[src/sv/apu_pkg.sv]
package apu_pkg;

  localparam int unsigned STORE_DEPTH_DEF = 4096;
  localparam int unsigned QUEUE_DEPTH     = 4;

  localparam int unsigned IDX_W   = 12;
  localparam int unsigned WORD_W  = 32;
  localparam int unsigned VM_W    = 48;   // second moment, Q16.32
  localparam int unsigned GSQ_W   = 48;   // g*g >> 16
  localparam int unsigned VH_W    = 62;   // bias-corrected second moment
  localparam int unsigned MAG_W   = 56;   // |m_hat| * step_size
  localparam int unsigned NUM_W   = 64;   // dividend, MAG << 8
  localparam int unsigned ROOT_W  = 48;
  localparam int unsigned DEN_W   = 49;
  localparam int unsigned QUO_W   = 35;
  localparam int unsigned CIDX_W  = 3;

  typedef enum logic [CIDX_W-1:0] {
    REG_FIRST_DECAY  = 3'd0,
    REG_SECOND_DECAY = 3'd1,
    REG_STEP_SIZE    = 3'd2,
    REG_STABILITY    = 3'd3,
    REG_FIRST_CORR   = 3'd4,
    REG_SECOND_CORR  = 3'd5
  } cfg_reg_t;

  localparam logic [15:0] FIRST_DECAY_RST  = 16'd58982;
  localparam logic [15:0] SECOND_DECAY_RST = 16'd65470;
  localparam logic [23:0] STEP_SIZE_RST    = 24'd16777;
  localparam logic [31:0] STABILITY_RST    = 32'd43;
  localparam logic [31:0] FIRST_CORR_RST   = 32'd10485760;
  localparam logic [31:0] SECOND_CORR_RST  = 32'd1048576000;

  localparam logic signed [WORD_W-1:0] WORD_MAX = 32'sh7FFF_FFFF;
  localparam logic signed [WORD_W-1:0] WORD_MIN = 32'sh8000_0000;

endpackage

[src/sv/apu_front.sv]
module apu_front import apu_pkg::*; #(
  parameter int unsigned STORE_DEPTH = STORE_DEPTH_DEF,
  localparam int unsigned AW = $clog2(STORE_DEPTH)
) (
  input  logic                     clk,
  input  logic                     rst,
  input  logic                     in_valid,
  output logic                     in_ready,
  input  logic [IDX_W-1:0]         in_idx,
  input  logic signed [WORD_W-1:0] in_weight,
  input  logic signed [WORD_W-1:0] in_gradient,
  input  logic                     hold,
  input  logic                     pop,
  output logic                     iss_valid,
  output logic [AW-1:0]            iss_addr,
  output logic signed [WORD_W-1:0] iss_weight,
  output logic signed [WORD_W-1:0] iss_gradient,
  output logic [GSQ_W-1:0]         iss_gsq
);

  localparam int unsigned PW = $clog2(QUEUE_DEPTH);
  // floor(2^32 / depth): quotient estimate is exact or one low
  localparam logic [32:0] RECIP = 33'((64'd1 << 32) / 64'(STORE_DEPTH));

  typedef struct packed {
    logic [IDX_W-1:0]         idx;
    logic [IDX_W-1:0]         q_est;
    logic signed [WORD_W-1:0] weight;
    logic signed [WORD_W-1:0] gradient;
  } qentry_t;

  qentry_t        slots [QUEUE_DEPTH];
  logic [PW-1:0]  wr_ptr, rd_ptr;
  logic [PW:0]    cnt, cnt_next;
  logic           push;
  logic [44:0]    prod;
  qentry_t        head;
  logic [32:0]    rem_raw, rem_fix;
  logic [WORD_W-1:0] gabs;

  assign in_ready = (cnt != (PW+1)'(QUEUE_DEPTH)) && !hold;
  assign push     = in_valid && in_ready;
  assign prod     = 45'(in_idx) * 45'(RECIP);

  always_comb begin
    cnt_next = cnt;
    if (push && !pop) cnt_next = cnt + 1'b1;
    else if (!push && pop) cnt_next = cnt - 1'b1;
  end

  always_ff @(posedge clk) begin
    if (rst) begin
      wr_ptr <= '0;
      rd_ptr <= '0;
      cnt    <= '0;
    end else begin
      cnt <= cnt_next;
      if (push) wr_ptr <= wr_ptr + 1'b1;
      if (pop)  rd_ptr <= rd_ptr + 1'b1;
    end
  end

  always_ff @(posedge clk) begin
    if (push) begin
      slots[wr_ptr] <= '{idx: in_idx, q_est: prod[43:32],
                         weight: in_weight, gradient: in_gradient};
    end
  end

  // head of queue: address wrap and gradient square
  assign head      = slots[rd_ptr];
  assign iss_valid = (cnt != '0);
  assign rem_raw   = 33'(head.idx) - 33'(head.q_est) * 33'(STORE_DEPTH);
  assign rem_fix   = (rem_raw >= 33'(STORE_DEPTH)) ? rem_raw - 33'(STORE_DEPTH) : rem_raw;
  assign iss_addr  = rem_fix[AW-1:0];
  assign gabs      = head.gradient[WORD_W-1] ? WORD_W'(-head.gradient)
                                             : WORD_W'(head.gradient);
  assign iss_gsq   = GSQ_W'((64'(gabs) * 64'(gabs)) >> 16);
  assign iss_weight   = head.weight;
  assign iss_gradient = head.gradient;

endmodule

[config.mk]
export PLATFORM = sky130hd
export DESIGN_NAME = apu_front
export DESIGN_NICKNAME = d
export VERILOG_FILES = /design/src/sv/apu_pkg.sv /design/src/sv/apu_front.sv
export SDC_FILE = /design/constraint.sdc
export NUM_CORES = 2
export LEC_CHECK = 0
export ABC_AREA = 1
export BUFFER_PORTS_ARGS = -buffer_cell sky130_fd_sc_hd__buf_4
export CORE_MARGIN = 5
export CORE_UTILIZATION = 60
export DETAILED_ROUTE_END_ITERATION = 16
export PLACE_DENSITY = 0.78
export RECOVER_POWER = 25
export SKIP_CTS_REPAIR_TIMING = 1
export SLEW_MARGIN = 25
export SYNTH_ARGS = -nofsm -noshare
export SYNTH_HDL_FRONTEND = slang
export SYNTH_SLANG_ARGS = --single-unit
[constraint.sdc]
create_clock -name clk -period 22.6 [get_ports clk]
set_input_delay 4.52 -clock clk [delete_from_list [all_inputs] [get_ports clk]]
set_output_delay 4.52 -clock clk [all_outputs]
set_load 0.01 [all_outputs]
==> Flow_metrics.wiki <==
{| class="wikitable"
! Metric !! Value
|-
| Status || complete, no violations
|-
| Routed length per instance || between 20 and 25 µm
|-
| Pin count of the biggest net entering global routing || between 70 and 80
|-
| Global-route wire length before repair || around 190 mm
|-
| Main combinational cell family by area after synthesis || adder cells
|-
| Maximum buffer depth of the clock tree || 3
|-
| Synth Area in Compound Gates || 0.0515
|-
| Final antenna-violating net count || 0
|-
| Syn Std Cell Area || between 40000 and 50000 µm²
|-
| Xor and xnor fraction of the mapped netlist area || 0.0123
|-
| Fraction of layout cells with a size suffix above 1 || 0.0875
|-
| Transition time at the pin with the least slew margin || 1.01 ns
|-
| Launch point of the worst reg-to-reg path || cnt[0]
|-
| Die Span Y || 277 µm
|-
| Fmax || 56.2 MHz
|-
| Kind of critical path || reg -> out
|-
| Number of nets in the final layout || 5865
|-
| Type of the worst min-delay path || reg -> reg
|-
| Critical path data required time || approximately 18 ns
|-
| Register area share after synthesis || 0.218
|-
| RSZ-0062 raised after global routing || no
|-
| Crit path capture type || primary output
|-
| Max FO, Critical Path || 78
|-
| Placer congestion estimate || approximately 1.1
|-
| Multiplexer area fraction after synthesis || 0
|-
| Filler cell count || 5573
|-
| Die outline area || approximately 76000 µm²
|-
| Area of all sequential standard cells || just over 9000 µm²
|-
| Total clock buffers created by CTS || 31
|-
| Register-to-register path setup slack || 19.61 ns
|-
| Multi-input gate area in the final layout || between 20000 and 30000 µm²
|-
| Detailed-route vias per instance || around 5.6
|-
| DRT Wirelength || ~120 mm
|-
| Adder-cell area share of the yosys netlist || 0.456
|-
| Post-route minimum period || 17.79 ns
|-
| CP Launch Type || register
|-
| Leading cell type in the layout, fill and taps excluded || sky130_fd_sc_hd__inv_1
|-
| Count of state elements after synthesis || 313
|-
| Width of the chip || around 280 µm
|-
| Total congestion overflow || 0
|-
| Root Buffer Master || sky130_fd_sc_hd__clkbuf_16
|-
| Slowest-stage cell, CP || sky130_fd_sc_hd__inv_2
|-
| Number of enable flip-flop cells after synthesis || 304
|-
| Clock Skews || roughly 0.017 ns
|-
| Source-to-sink clock delay at the later pin of the worst-skew pair || 0.57 ns
|-
| Initial core utilization || 0.607
|-
| Setup violators final || 0
|-
| DRT Pass-1 Iters || 8
|-
| Cell Rows || 97
|-
| Unique masters post-synth || 58
|-
| Relative area change from synthesis to final layout || 7.30%
|-
| Startpoint of the lowest-slack hold path || wr_ptr[0]
|-
| Hold violation count in the final report || 0
|-
| Crit path DAT || about 13 ns
|-
| Most frequent CP cell || sky130_fd_sc_hd__fa_1
|-
| Max Cap Viol || 0
|-
| Via count of the first global-routing pass || roughly 34000
|-
| Final-layout setup total negative slack || 0 ns
|-
| Yosys warning total || 0
|-
| H-Tree Depth || 1
|-
| Max-slew violation total from the final report || 0
|-
| Slew margin rel. || 0.325
|-
| Post-Synthesis Mean Instance Area || 9.38 µm²
|-
| CORE AREA || roughly 70000 µm²
|-
| Number of standard cells after synthesis || 4543
|-
| Clock-pin slew on the worst setup and hold paths || roughly 0.070 ns
|-
| Initial antenna violation count || 8
|-
| Largest stage delay on the critical path || ~0.81 ns
|-
| Total track usage || 0.322
|-
| Total number of clock tree sinks || ~310
|-
| Num ports || roughly 210
|-
| Total DRC errors in the routed layout || 0
|-
| FFs w/ async S/R, synth || 0
|-
| Most frequent cells in the layout || 1118 x sky130_fd_sc_hd__inv_1, 795 x sky130_fd_sc_hd__fa_1, 630 x sky130_fd_sc_hd__nand2_1
|-
| Number of buffer cells added on primary ports || roughly 200
|-
| Half-perimeter wire length after placement || 96.7 mm
|-
| Vias after detailed routing || between 30000 and 40000
|-
| TritonCTS clock tree || done
|-
| Iter 0 DRT Violations || 3016
|-
| Period utilisation layout || 0.787
|-
| Ys flop type || sky130_fd_sc_hd__edfxtp_1
|-
| Post-synthesis simple-gate area fraction || 0.138
|}
[cell families (layout without fill, tap and decap cells)]
| kind of cell | after synthesis | in the layout |
|---|---|---|
| buf+inv | 1312 | 1478 |
| compound gates | 385 | 385 |
| other cells | 2 | 27 |
| fa+ha+maj | 1078 | 1078 |
| flops | 313 | 313 |
| xor+xnor | 58 | 58 |
| simple gates | 1395 | 1395 |
[per-layer routing]
metal,share of wire,GRT usage
met5,0.00065,0
met4,0.049,0.118
met3,0.12,0.0819
met2,0.46,0.517
met1,0.37,0.428
[worst max-delay path: cells and delay by family (launching register included)]
kind / cells / cell delay [ns]
AOI/OAI and AO/OA: 2 / 0.33
xor gates and xnor gates: 1 / 0.57
adders and majority gates: 10 / 4.88
buffers and inverters: 11 / 3.83
DFF: 1 / 0.36
and+or+nand+nor: 14 / 2.61
[layout make-up]
type / count / area share
antenna: 3 / 0.000164
clock inverter: 26 / 0.00424
clock buffer: 32 / 0.0170
multi-input combinational: 2940 / 0.617
timing repair buffer: 242 / 0.0355
inverter: 1178 / 0.0971
sequential: 313 / 0.204
tap: 940 / 0.0257
[registers in the layout (all words and copies together), names as in the netlist, named ones only]
register and count:
wr_ptr 2, rd_ptr 2, slots 304, cnt 3
[final timing paths]
| kind | cells past startpoint | to |
|---|---|---|
| setup / recovery | 38 | iss_gsq[10] |
| hold reg to reg | 2 | wr_ptr[0] |
| hold / removal | 2 | wr_ptr[0] |
| setup reg to reg | 5 | slots[0][8] |
[stage by stage]
stage               hold WS [ns]  cell area, µm²  cells  utilization  setup slack, ns
CTS                        0.508           45900   5671        0.653             5.01
finish                     0.511           45700   5674        0.651             4.81
global route               0.526           45700   5673        0.651             4.27
floorplan                  0.480           42700   4565            -             9.92
global placement           0.487           44900   5613        0.640             5.82
detailed placement         0.498           44900   5613        0.640             5.65
[cell usage after synthesis, drive strengths merged, types with 13 or more instances]
library cell,number,area (µm²)
a21oi,107,547
a31oi,14,87.6
buf,93,643
clkbuf,41,154
edfxtp,304,9130
fa,795,15900
ha,283,3540
inv,1174,4420
nand2,659,2560
nand3,130,696
nor2,561,2360
nor3,22,125
o21a,13,97.6
o21ai,159,811
o21bai,17,131
o22ai,44,275
xnor2,16,140
xor2,42,383
Power is left out: the tool's default activity adds up to more than one toggle a clock period on the data nets, which glitch-free logic cannot reach.
